**src/design/wfrp_pkg.sv**
```systemverilog
// ---------------------------------------------------------------------------
// wfrp_pkg
// Shared types and constants for the WebSocket frame receive parser: parse
// phases, length codes and the command that passes from the parser to the
// output side.
// ---------------------------------------------------------------------------
package wfrp_pkg;

    localparam int LEN_W       = 63;
    localparam int QUEUE_DEPTH = 2;
    localparam int QUEUE_AW    = $clog2(QUEUE_DEPTH);
    localparam int QUEUE_CW    = $clog2(QUEUE_DEPTH + 1);

    localparam logic [6:0] LEN7_EXT16 = 7'd126;
    localparam logic [6:0] LEN7_EXT64 = 7'd127;

    localparam logic [2:0] EXT16_BYTES = 3'd2;
    localparam logic [2:0] KEY_BYTES   = 3'd4;

    localparam logic KIND_HEADER  = 1'b0;
    localparam logic KIND_PAYLOAD = 1'b1;

    typedef enum logic [5:0] {
        PH_B0    = 6'b000001,
        PH_B1    = 6'b000010,
        PH_EXT16 = 6'b000100,
        PH_EXT64 = 6'b001000,
        PH_KEY   = 6'b010000,
        PH_DATA  = 6'b100000
    } t_phase;

    typedef struct packed {
        logic             kind;
        logic             fin;
        logic [3:0]       opcode;
        logic             masked;
        logic [LEN_W-1:0] length;
        logic [7:0]       data;
        logic [7:0]       key;
        logic             last;
    } t_cmd;

endpackage

```
**src/design/wfrp_front.sv**
```systemverilog
// ---------------------------------------------------------------------------
// wfrp_front
// Byte parser: walks the frame header one byte per transfer, keeps the length,
// key and payload countdown, and issues a header or payload command.
// ---------------------------------------------------------------------------
module wfrp_front import wfrp_pkg::*; (
    input  logic       i_clk,
    input  logic       i_rst_n,
    input  logic       i_accept,
    input  logic [7:0] i_rx_byte,
    output logic       o_push,
    output t_cmd       o_cmd
);

    t_phase           r_phase,     n_phase;
    logic             r_fin,       n_fin;
    logic [3:0]       r_opcode,    n_opcode;
    logic             r_masked,    n_masked;
    logic [LEN_W-1:0] r_length,    n_length;
    logic [LEN_W-1:0] r_remaining, n_remaining;
    logic [2:0]       r_count,     n_count;
    logic [31:0]      r_key,       n_key;
    logic [1:0]       r_lane,      n_lane;

    logic       len_done;
    logic       hdr_done;
    logic       data_last;
    logic [6:0] len7;

    assign len7 = i_rx_byte[6:0];

    always_comb begin
        n_phase     = r_phase;
        n_fin       = r_fin;
        n_opcode    = r_opcode;
        n_masked    = r_masked;
        n_length    = r_length;
        n_remaining = r_remaining;
        n_count     = r_count;
        n_key       = r_key;
        n_lane      = r_lane;
        len_done    = 1'b0;
        hdr_done    = 1'b0;
        data_last   = 1'b0;
        o_push      = 1'b0;
        o_cmd       = '0;
        if (i_accept) begin
            unique case (r_phase)
                PH_B1: begin
                    n_masked = i_rx_byte[7];
                    n_key    = '0;
                    n_count  = '0;
                    if (len7 == LEN7_EXT16) begin
                        n_length = '0;
                        n_phase  = PH_EXT16;
                    end else if (len7 == LEN7_EXT64) begin
                        n_length = '0;
                        n_phase  = PH_EXT64;
                    end else begin
                        n_length = {{(LEN_W-7){1'b0}}, len7};
                        len_done = 1'b1;
                    end
                end
                PH_EXT16: begin
                    n_length = {{(LEN_W-16){1'b0}}, r_length[7:0], i_rx_byte};
                    n_count  = r_count + 3'd1;
                    len_done = (n_count >= EXT16_BYTES);
                end
                PH_EXT64: begin
                    n_length = {r_length[LEN_W-9:0], i_rx_byte};
                    n_count  = r_count + 3'd1;
                    len_done = (n_count == 3'd0);
                end
                PH_KEY: begin
                    n_key    = {r_key[23:0], i_rx_byte};
                    n_count  = r_count + 3'd1;
                    hdr_done = (n_count >= KEY_BYTES);
                end
                PH_DATA: begin
                    n_remaining  = r_remaining - {{(LEN_W-1){1'b0}}, 1'b1};
                    data_last    = (r_remaining == {{(LEN_W-1){1'b0}}, 1'b1});
                    n_lane       = r_lane + 2'd1;
                    o_push       = 1'b1;
                    o_cmd.kind   = KIND_PAYLOAD;
                    o_cmd.fin    = r_fin;
                    o_cmd.opcode = r_opcode;
                    o_cmd.masked = r_masked;
                    o_cmd.length = r_length;
                    o_cmd.data   = i_rx_byte;
                    o_cmd.key    = r_key[{~r_lane, 3'b000} +: 8];
                    o_cmd.last   = data_last;
                    if (data_last) begin
                        n_phase = PH_B0;
                    end
                end
                default: begin
                    n_fin    = i_rx_byte[7];
                    n_opcode = i_rx_byte[3:0];
                    n_phase  = PH_B1;
                end
            endcase

            if (len_done) begin
                n_count = '0;
                if (n_masked) begin
                    n_phase = PH_KEY;
                end else begin
                    hdr_done = 1'b1;
                end
            end

            if (hdr_done) begin
                n_remaining  = n_length;
                n_count      = '0;
                n_lane       = '0;
                o_push       = 1'b1;
                o_cmd.kind   = KIND_HEADER;
                o_cmd.fin    = n_fin;
                o_cmd.opcode = n_opcode;
                o_cmd.masked = n_masked;
                o_cmd.length = n_length;
                o_cmd.data   = '0;
                o_cmd.key    = '0;
                o_cmd.last   = (n_length == '0);
                n_phase      = (n_length == '0) ? PH_B0 : PH_DATA;
            end
        end
    end

    always_ff @(posedge i_clk) begin
        if (!i_rst_n) begin
            r_phase     <= PH_B0;
            r_fin       <= 1'b0;
            r_opcode    <= '0;
            r_masked    <= 1'b0;
            r_length    <= '0;
            r_remaining <= '0;
            r_count     <= '0;
            r_key       <= '0;
            r_lane      <= '0;
        end else begin
            r_phase     <= n_phase;
            r_fin       <= n_fin;
            r_opcode    <= n_opcode;
            r_masked    <= n_masked;
            r_length    <= n_length;
            r_remaining <= n_remaining;
            r_count     <= n_count;
            r_key       <= n_key;
            r_lane      <= n_lane;
        end
    end

    // payload countdown must never sit at zero while bytes are expected
    a_data_remaining: assert property (@(posedge i_clk) disable iff (!i_rst_n)
        r_phase == PH_DATA |-> r_remaining != '0)
        else $error("payload phase with zero bytes remaining");

    a_key_masked: assert property (@(posedge i_clk) disable iff (!i_rst_n)
        r_phase == PH_KEY |-> r_masked)
        else $error("key bytes read for an unmasked frame");

endmodule

```
**src/design/wfrp_queue.sv**
```systemverilog
// ---------------------------------------------------------------------------
// wfrp_queue
// Short command queue between the parser and the output register, so that
// either side can stall without stopping the other at once.
// ---------------------------------------------------------------------------
module wfrp_queue import wfrp_pkg::*; (
    input  logic i_clk,
    input  logic i_rst_n,
    input  logic i_push,
    input  t_cmd i_cmd,
    output logic o_full,
    output logic o_valid,
    output t_cmd o_cmd,
    input  logic i_pop
);

    t_cmd                r_mem [QUEUE_DEPTH];
    logic [QUEUE_AW-1:0] r_wptr, n_wptr;
    logic [QUEUE_AW-1:0] r_rptr, n_rptr;
    logic [QUEUE_CW-1:0] r_count, n_count;

    logic do_push;
    logic do_pop;

    assign o_full  = (r_count == QUEUE_CW'(QUEUE_DEPTH));
    assign o_valid = (r_count != '0);
    assign o_cmd   = r_mem[r_rptr];
    assign do_push = i_push && !o_full;
    assign do_pop  = i_pop && o_valid;

    always_comb begin
        n_wptr  = r_wptr;
        n_rptr  = r_rptr;
        n_count = r_count;
        if (do_push) begin
            n_wptr = (r_wptr == QUEUE_AW'(QUEUE_DEPTH - 1)) ? '0 : r_wptr + QUEUE_AW'(1);
        end
        if (do_pop) begin
            n_rptr = (r_rptr == QUEUE_AW'(QUEUE_DEPTH - 1)) ? '0 : r_rptr + QUEUE_AW'(1);
        end
        case ({do_push, do_pop})
            2'b10:   n_count = r_count + QUEUE_CW'(1);
            2'b01:   n_count = r_count - QUEUE_CW'(1);
            default: n_count = r_count;
        endcase
    end

    always_ff @(posedge i_clk) begin
        if (do_push) begin
            r_mem[r_wptr] <= i_cmd;
        end
    end

    always_ff @(posedge i_clk) begin
        if (!i_rst_n) begin
            r_wptr  <= '0;
            r_rptr  <= '0;
            r_count <= '0;
        end else begin
            r_wptr  <= n_wptr;
            r_rptr  <= n_rptr;
            r_count <= n_count;
        end
    end

    a_no_overflow: assert property (@(posedge i_clk) disable iff (!i_rst_n)
        o_full |-> !i_push)
        else $error("command pushed into a full queue");

endmodule

```
**src/design/wfrp_back.sv**
```systemverilog
// ---------------------------------------------------------------------------
// wfrp_back
// Output side: takes commands from the queue, unmasks payload bytes and holds
// each result in the output register until it is transferred.
// ---------------------------------------------------------------------------
module wfrp_back import wfrp_pkg::*; (
    input  logic             i_clk,
    input  logic             i_rst_n,
    input  logic             i_cmd_valid,
    input  t_cmd             i_cmd,
    output logic             o_pop,
    output logic             o_valid,
    input  logic             i_stall,
    output logic             o_kind,
    output logic             o_final_fragment,
    output logic [3:0]       o_frame_opcode,
    output logic             o_was_masked,
    output logic [LEN_W-1:0] o_frame_length,
    output logic [7:0]       o_payload_data,
    output logic             o_last
);

    logic r_valid, n_valid;
    t_cmd r_out;

    assign o_pop   = i_cmd_valid && (!r_valid || !i_stall);
    assign n_valid = o_pop || (r_valid && i_stall);

    always_ff @(posedge i_clk) begin
        if (o_pop) begin
            r_out <= i_cmd;
        end
    end

    always_ff @(posedge i_clk) begin
        if (!i_rst_n) begin
            r_valid <= 1'b0;
        end else begin
            r_valid <= n_valid;
        end
    end

    assign o_valid          = r_valid;
    assign o_kind           = r_out.kind;
    assign o_final_fragment = r_out.fin;
    assign o_frame_opcode   = r_out.opcode;
    assign o_was_masked     = r_out.masked;
    assign o_frame_length   = r_out.length;
    assign o_payload_data   = r_out.data ^ r_out.key;
    assign o_last           = r_out.last;

    a_empty_header_last: assert property (@(posedge i_clk) disable iff (!i_rst_n)
        r_valid && r_out.kind == KIND_HEADER && r_out.last |-> r_out.length == '0)
        else $error("header closes a frame with a non-empty payload");

    a_unmasked_key: assert property (@(posedge i_clk) disable iff (!i_rst_n)
        r_valid && r_out.kind == KIND_PAYLOAD && !r_out.masked |-> r_out.key == '0)
        else $error("unmasked frame carries a non-zero key");

endmodule

```
**src/design/websocket_frame_receive_parser.sv**
```systemverilog
// ---------------------------------------------------------------------------
// websocket_frame_receive_parser
// Receive-side WebSocket frame parser: header decode, extended lengths,
// masking key capture and payload unmasking.
// ---------------------------------------------------------------------------
// Takes one byte per clock on the input channel while o_stall is low and
// produces zero or one result per byte: a header result once the header (and
// key, if masked) is complete, then one unmasked payload byte per payload
// byte, with o_last on the final result of the frame. The parser state machine
// handles each accepted byte as it is transferred, so the sustained rate is one
// byte per clock while neither queue nor output stalls; a result passes through
// the command queue into the output register. A two-entry command queue sits
// between parser and output register, and o_stall rises only when it is full.
module websocket_frame_receive_parser import wfrp_pkg::*; (
    input  logic             i_clk,
    input  logic             i_rst_n,
    input  logic             i_valid,
    output logic             o_stall,
    input  logic [7:0]       i_rx_byte,
    output logic             o_valid,
    input  logic             i_stall,
    output logic             o_kind,
    output logic             o_final_fragment,
    output logic [3:0]       o_frame_opcode,
    output logic             o_was_masked,
    output logic [LEN_W-1:0] o_frame_length,
    output logic [7:0]       o_payload_data,
    output logic             o_last
);

    logic accept;
    logic push;
    t_cmd push_cmd;
    logic q_full;
    logic q_valid;
    t_cmd q_cmd;
    logic q_pop;

    assign o_stall = q_full;
    assign accept  = i_valid && !q_full;

    wfrp_front u_front (
        .i_clk     (i_clk),
        .i_rst_n   (i_rst_n),
        .i_accept  (accept),
        .i_rx_byte (i_rx_byte),
        .o_push    (push),
        .o_cmd     (push_cmd)
    );

    wfrp_queue u_queue (
        .i_clk   (i_clk),
        .i_rst_n (i_rst_n),
        .i_push  (push),
        .i_cmd   (push_cmd),
        .o_full  (q_full),
        .o_valid (q_valid),
        .o_cmd   (q_cmd),
        .i_pop   (q_pop)
    );

    wfrp_back u_back (
        .i_clk            (i_clk),
        .i_rst_n          (i_rst_n),
        .i_cmd_valid      (q_valid),
        .i_cmd            (q_cmd),
        .o_pop            (q_pop),
        .o_valid          (o_valid),
        .i_stall          (i_stall),
        .o_kind           (o_kind),
        .o_final_fragment (o_final_fragment),
        .o_frame_opcode   (o_frame_opcode),
        .o_was_masked     (o_was_masked),
        .o_frame_length   (o_frame_length),
        .o_payload_data   (o_payload_data),
        .o_last           (o_last)
    );

endmodule
```
**config.mk**
```make
export PLATFORM = sky130hd
export DESIGN_NAME = websocket_frame_receive_parser
export DESIGN_NICKNAME = d
export VERILOG_FILES = /design/src/design/wfrp_pkg.sv /design/src/design/wfrp_front.sv /design/src/design/wfrp_queue.sv /design/src/design/wfrp_back.sv /design/src/design/websocket_frame_receive_parser.sv
export SDC_FILE = /design/constraint.sdc
export NUM_CORES = 1
export LEC_CHECK = 0
export BUFFER_PORTS_ARGS = -buffer_cell sky130_fd_sc_hd__clkbuf_2
export CORE_ASPECT_RATIO = 1.4
export CORE_MARGIN = 4
export CORE_UTILIZATION = 54
export CTS_CLUSTER_SIZE = 14
export DETAILED_ROUTE_END_ITERATION = 7
export PLACE_DENSITY = 0.71
export SETUP_SLACK_MARGIN = 0.4
export SLEW_MARGIN = 20
export SYNTH_ARGS = -nofsm -noshare
export SYNTH_HDL_FRONTEND = slang
export SYNTH_HIERARCHICAL = 1
export SYNTH_SLANG_ARGS = --single-unit
```
**constraint.sdc**
```tcl
create_clock -name i_clk -period 11.92 [get_ports i_clk]
set_clock_uncertainty 0.05 [all_clocks]
set_input_delay 1.192 -clock i_clk [delete_from_list [all_inputs] [get_ports i_clk]]
set_output_delay 1.192 -clock i_clk [all_outputs]
set_load 0.02 [all_outputs]
```
==> summary.txt, run 1 <==
CTS tree: built
Clock Path Buffers: 3
Slew Limit Fails: 0
largest family of logic cells by synthesized area: compound AO/OA/AOI/OAI gates
Critical Path AT: 4.79 ns
Synth Area in XOR/XNOR: 0.625%
Ys Warns: 6
drt total wl: 47.3 mm
RSZ-0062 raised after global routing: no
WP data required: 12.03 ns
Tot GR Track Use: 23.3%
filler cell count: 2,907
PostCTS Resize Cnt: 0
Simple-Gate Fraction of Synth Area: 12.0%
cell total after placement: 2,130
CP endpoint kind: register
max frequency: 0.214 GHz
Post-Synth Adder-Cell Area: 0.382%
Core ar.: 35,900 um^2
dpl cell area: 19,900 um^2
die area: 39,500 um^2
initial cell density of the core: 54.7%
number of port buffers: 92
Critical Path Source Type: register
FF-to-FF End: u_queue/r_mem[0][41]
number of H-tree levels: 2
Reg clk slew, reported paths: 0.07 ns
Synth Net Count: 1,764
area leader, netlist: edfxtp_1
Root Buffer: clkbuf_16
Hold Crit Depth: 2
design area: 21,300 um^2
top-area cell type share of the netlist area: 39.9%
Worst R2R Path Depth: 10
number of global-route vias before repair: 13,157
post-synthesis compound-gate area fraction: 15.4%
Post-CTS Setup Inserts: 0
P per Cell Area: 160 nW/um^2
post-detail-place hpwl: 30.1 mm
cell row count: 82
initial antenna violation count: 1
CP Max Fanout: 61
Synth Flop Type: edfxtp_1
die width: 169 um
post-layout util: 59.3%
final hold vios: 0
share of post-route cells with drive strength above 1: 17.4%
fin cells: 2,206
first-pass GRT wire length: 73.9 mm
NumNets Final: 1,730
post-synthesis mux area share: 7.64%
commonest non-fill, non-tap cells in the layout: 261 x edfxtp_1, 208 x nor2_1, 180 x dfxtp_1
top cells by area, synth: edfxtp_1 40%, dfxtp_1 18%, mux2_2 5.0%
wire per inst: 21.4 um
Syn Area/Cell: 11.2 um^2
post-route setup slack: 7.24 ns
Final min period: 4.68 ns
worst min path class: reg2reg
type of the worst setup path: reg2reg
Post-synth ARST share: 0%
post-synthesis cell type count: 75
Initial DRC Count: 1,694
Slew @ Worst Pin: 1.11 ns
Hold Path Origin: u_front/r_remaining[62]
die height: 234 um
Setup Viol. Count Final: 0
peak supply drop: 0.000122 V
post-synth design cell area: 19,600 um^2
largest net degree at the start of global routing: 99
Slew HR: 25.7%
post-route ant nets: 0
most common cell after layout, fill and taps aside: edfxtp_1
Ports: 93
Reg2Reg Setup Slack: 7.24 ns
max-cap viol count: 0
pre-CTS worst setup slack: 6.97 ns
Leak Pwr: 7.35 nW
Synth Instances: 1,746
GRT overflow: 0
status: complete, no violations
Layout Area Growth over Synthesis: 8.49%
Antenna Cells: 0
Sink Count: 442
worst flop-to-flop path startpoint: u_front/r_phase[1]
CTS buffer count: 42
Min-Delay Endpoint: u_front/r_remaining[62]
via count: 13,976
first-pass iteration count of the detailed router: 6
register bit total from synthesis: 442
Post-CTS Hold Buffers: 0
Clock Latency Late Sink: 0.55 ns
via density per instance: 6.34
crit share post-route: 39.2%
setup TNS: 0 ns
EDFF count, synth: 261
gpl congestion: 0.902
DRC viols: 0
Seq/Total Area, Yosys: 58.4%
-- state kept, by name, summed over array words and instances (netlist names), 2 cells and up, named ones only --
signal and count:
u_back/r_out 16, u_back/o_frame_opcode 4, u_queue/r_count 2, u_front/r_opcode 4, u_back/o_frame_length 63, u_front/r_length 63
u_queue/r_mem 174, u_front/r_remaining 63, u_front/r_phase 6, u_front/r_lane 2, u_front/r_key 32, u_front/r_count 3
-- Yosys cell counts (31+ instances only) --
cell type / n
a21oi_1: 115
a22oi_1: 68
buf_4: 68
clkbuf_1: 90
dfxtp_1: 181
edfxtp_1: 261
mux2_2: 87
mux2i_1: 34
nand2_1: 98
nor2_1: 210
nor3_1: 33
nor4_1: 31
o21ai_0: 71
-- per-stage QoR --
stage               total power, mW  hold slack (ns)
floorplan                      1.96            0.389
global placement               2.04            0.403
detailed placement             2.05            0.412
CTS                            3.42            0.423
global route                   3.52            0.453
finish                         3.40            0.422
-- report_power, final --
| group | leakage, nW | internal [mW] | switching, mW |
|---|---|---|---|
| clock network | 0.685 | 0.824 | 0.553 |
| registers | 3.77 | 1.63 | 0.0232 |
| logic | 2.89 | 0.130 | 0.238 |
-- layer usage --
metal / up-vias / global-route usage [%] / part of all wire (%)
met3: 114 / 3.54 / 8.0
met1: 6766 / 32.7 / 42
li1: 6426 / - / -
met2: 670 / 37.0 / 47
met4: 0 / 8.31 / 3.6
met5: - / 0 / 0
-- worst max path at each step --
| stage | startpoint | endpoint | slack [ns] | depth (start not counted) |
|---|---|---|---|---|
| after floorplan | i_stall | u_queue/r_count[1] | 2.98 | 5 |
| after detailed placement | i_valid | u_queue/r_mem[0][44] | 6.97 | 12 |
| after CTS | u_front/r_phase[1] | u_queue/r_mem[0][43] | 7.31 | 10 |
| after global placement | i_valid | u_queue/r_mem[0][39] | 7.05 | 12 |
| after global routing | u_front/r_phase[1] | u_queue/r_mem[0][46] | 6.93 | 10 |
| final | u_front/r_phase[1] | u_queue/r_mem[0][41] | 7.24 | 10 |
-- cell families after synthesis --
kind of cell | Yosys count
and+or+nand+nor | 497
AOI/OAI and AO/OA | 446
DFF | 442
buffers and inverters | 212
muxes | 129
xor gates and xnor gates | 14
adders and majority gates | 6
-- critical path, cell delays in order (launching register included) --
cell and delay [ns]:
dfxtp_1 0.39, nor4_1 0.63, or4bb_1 0.53, nand3_1 0.27, a31oi_4 0.13, clkinv_1 0.08, buf_4 0.48, inv_1 0.12
or3_1 0.41, clkinv_2 0.36, buf_4 0.73
-- layout make-up --
| class | instances | area, um^2 | share of cell area [%] |
|---|---|---|---|
| repair buffers | 113 | 618 | 2.90 |
| well taps | 462 | 578 | 2.71 |
| multi-input cells | 1092 | 7130 | 33.5 |
| flip-flops and latches | 442 | 11500 | 53.8 |
| clock buffers | 58 | 1180 | 5.55 |
| clock inverters | 18 | 244 | 1.15 |
| inverters | 21 | 81.3 | 0.382 |
(Power assumes the default switching activity.)
==> inputs of run 2 (changes only) <==
==> constraint.sdc (replaced) <==
create_clock -name i_clk -period 4.9 [get_ports i_clk]
set_clock_uncertainty 0.05 [all_clocks]
set_input_delay 0.49 -clock i_clk [delete_from_list [all_inputs] [get_ports i_clk]]
set_output_delay 0.49 -clock i_clk [all_outputs]
set_load 0.02 [all_outputs]
==> summary.txt, run 2 (synthesized netlist as in run 1, its figures left out) <==
wire per inst: 21.6 um (+1.0%)
Clock Path Buffers: 3 (unchanged)
status: complete, no violations
post-layout util: 59.4% (+0.073 points)
drt total wl: 48.0 mm (+1.5%)
Worst R2R Path Depth: 9 (-1)
NumNets Final: 1,741 (+0.64%)
Most flops, register: u_queue/r_mem
Setup Viol. Count Final: 0 (unchanged)
Hold Crit Depth: 3 (+1)
crit share post-route: 83.0% (+44 points)
CP Max Fanout: 64 (+4.9%)
Combinational Power Share: 11.3% (+0.5 points)
type of the worst setup path: reg2reg
die width: 169 um (unchanged)
worst-path cell chain: nor4_1 -> nand2_1 -> mux2i_1 -> a31oi_4 -> clkinv_1 -> inv_1 -> or3_1 -> clkinvlp_4 -> buf_12
Reg2Reg Setup Slack: 0.83 ns (-6.41 ns)
CP endpoint kind: register
Reg clk slew, reported paths: 0.06 ns (about the same)
Clock Latency Late Sink: 0.55 ns (about the same)
Internal: 6.10 mW (+140%)
crit path buf inv count: 4 (-1)
number of global-route vias before repair: 13,319 (+1.2%)
Leak Pwr: 7.36 nW (+0.14%)
CTS tree: built
Root Buffer: clkbuf_16
WP data required: 5.06 ns (-6.97 ns)
pre-CTS worst setup slack: 0.928 ns (-6.04 ns)
multi-input logic area: 7130 um^2 (about the same)
PostCTS Resize Cnt: 0 (unchanged)
post-route ant nets: 0 (unchanged)
Min-Delay Endpoint: u_back/o_valid
Tot GR Track Use: 23.6% (+0.27 points)
share of post-route cells with drive strength above 1: 17.4% (+0.062 points)
Slew Limit Fails: 0 (unchanged)
worst flop-to-flop path startpoint: u_front/r_phase[3]
Core ar.: 35,900 um^2 (unchanged)
number of H-tree levels: 2 (unchanged)
first-pass GRT wire length: 74.8 mm (+1.3%)
worst min path class: in2reg
via count: 14,127 (+1.1%)
Initial DRC Count: 1,738 (+2.6%)
Critical Path Source Type: register
GRT overflow: 0 (unchanged)
Slew HR: 28.2% (+2.5 points)
filler cell count: 2,892 (-0.52%)
max reg flops: 174 (unchanged)
final hold vios: 0 (unchanged)
PnR Total Power: 8.09 mW (+140%)
Slew @ Worst Pin: 1.08 ns (-0.0370 ns)
max frequency: 0.246 GHz (+15%)
Hold Path Origin: i_stall
P per Cell Area: 379 nW/um^2 (+140%)
die height: 234 um (unchanged)
largest net degree at the start of global routing: 91 (-8.1%)
RSZ-0062 raised after global routing: no
Layout Area Growth over Synthesis: 8.62%
Post-CTS Setup Inserts: 0 (unchanged)
sw frac: 24.5% (+0.59 points)
gpl congestion: 0.953 (+5.6%)
initial cell density of the core: 54.7% (unchanged)
cell row count: 82 (unchanged)
max-cap viol count: 0 (unchanged)
CTS buffer count: 42 (unchanged)
slowest stage cell, crit path: nor4_1
Clock power frac: 38.9% (-1.6 points)
Antenna Cells: 0 (unchanged)
FF-to-FF End: u_queue/r_mem[0][41]
stages on the worst setup path: 9 (-1)
sequential share of power: 49.8% (+1.1 points)
die area: 39,500 um^2 (unchanged)
first-pass iteration count of the detailed router: 6 (unchanged)
Final min period: 4.07 ns (-0.610 ns)
Post-CTS Hold Buffers: 0 (unchanged)
post-detail-place hpwl: 31.1 mm (+3.3%)
initial antenna violation count: 0 (-1)
Sink Count: 442 (unchanged)
Reg area: 11,500 um^2 (unchanged)
post-route setup slack: 0.833 ns (-6.41 ns)
CP peak stage delay: 0.67 ns (-0.06 ns)
Critical Path AT: 4.23 ns (-0.56 ns)
setup TNS: 0 ns (unchanged)
Ports: 93 (unchanged)
commonest non-fill, non-tap cells in the layout: 261 x edfxtp_1, 209 x nor2_1, 180 x dfxtp_1
peak supply drop: 0.000267 V (+120%)
hold slack: 0.210 ns (-0.213 ns)
Crit path max-delay family: simple AND/OR/NAND/NOR gates
DRC viols: 0 (unchanged)
via density per instance: 6.37 (+0.58%)
most common cell after layout, fill and taps aside: edfxtp_1
Sw Pwr: 1.98 mW (+140%)
number of port buffers: 92 (unchanged)
run 2: how the worst max path moves through the flow:
stage | start | endpoint | slack (ns)
floorplan | i_stall | u_queue/r_count[1] | 0.72
global placement | u_front/r_phase[3] | u_queue/r_mem[0][39] | 0.99
detailed placement | u_front/r_phase[3] | u_queue/r_mem[0][45] | 0.93
CTS | u_front/r_phase[3] | u_queue/r_mem[0][53] | 0.91
global route | u_front/r_phase[3] | u_queue/r_mem[0][47] | 0.61
finish | u_front/r_phase[3] | u_queue/r_mem[0][41] | 0.83
run 2: per-layer routing:
layer  GRT usage (%)  wire length [um]  part of all wire, %  up-vias
met1            32.6             19600                   41     6837
met2            37.4             22500                   47      732
li1                -                 -                    -     6443
met4            9.87              1890                  3.9        0
met3            3.37              4020                  8.4      115
met5               0                 0                    0        -
run 2: power groups by stage:
stage          combinational (mW)  sequential, mW  clock, mW
6_report                    0.914            4.03       3.14
5_1_grt                      1.00            4.03       3.36
4_1_cts                     0.897            4.02       3.20
3_5_place_dp                0.893            4.10          0
3_3_place_gp                0.886            4.10          0
2_1_floorplan               0.680            4.09          0
run 2: layout make-up:
type / instances / area share (%)
Tap cell: 462 / 2.71
Timing Repair Buffer: 124 / 3.52
Inverter: 21 / 0.393
Clock inverter: 20 / 1.02
Sequential cell: 442 / 53.8
Multi-Input combinational cell: 1092 / 33.4
Clock buffer: 56 / 5.18
run 2: per-stage QoR:
stage | cells | area, um^2
final | 2217 | 21300
after global routing | 2217 | 21300
after CTS | 2217 | 21300
after detailed placement | 2141 | 20000
after global placement | 2141 | 20000
after floorplan | 1746 | 19600
run 2: worst reg2reg max path: stages, from the launching register on:
cell,delay [ns]
dfxtp_1,0.40
nor4_1,0.67
nand2_1,0.29
mux2i_1,0.66
a31oi_4,0.15
clkinv_1,0.16
inv_1,0.07
or3_1,0.40
clkinvlp_4,0.43
buf_12,0.39
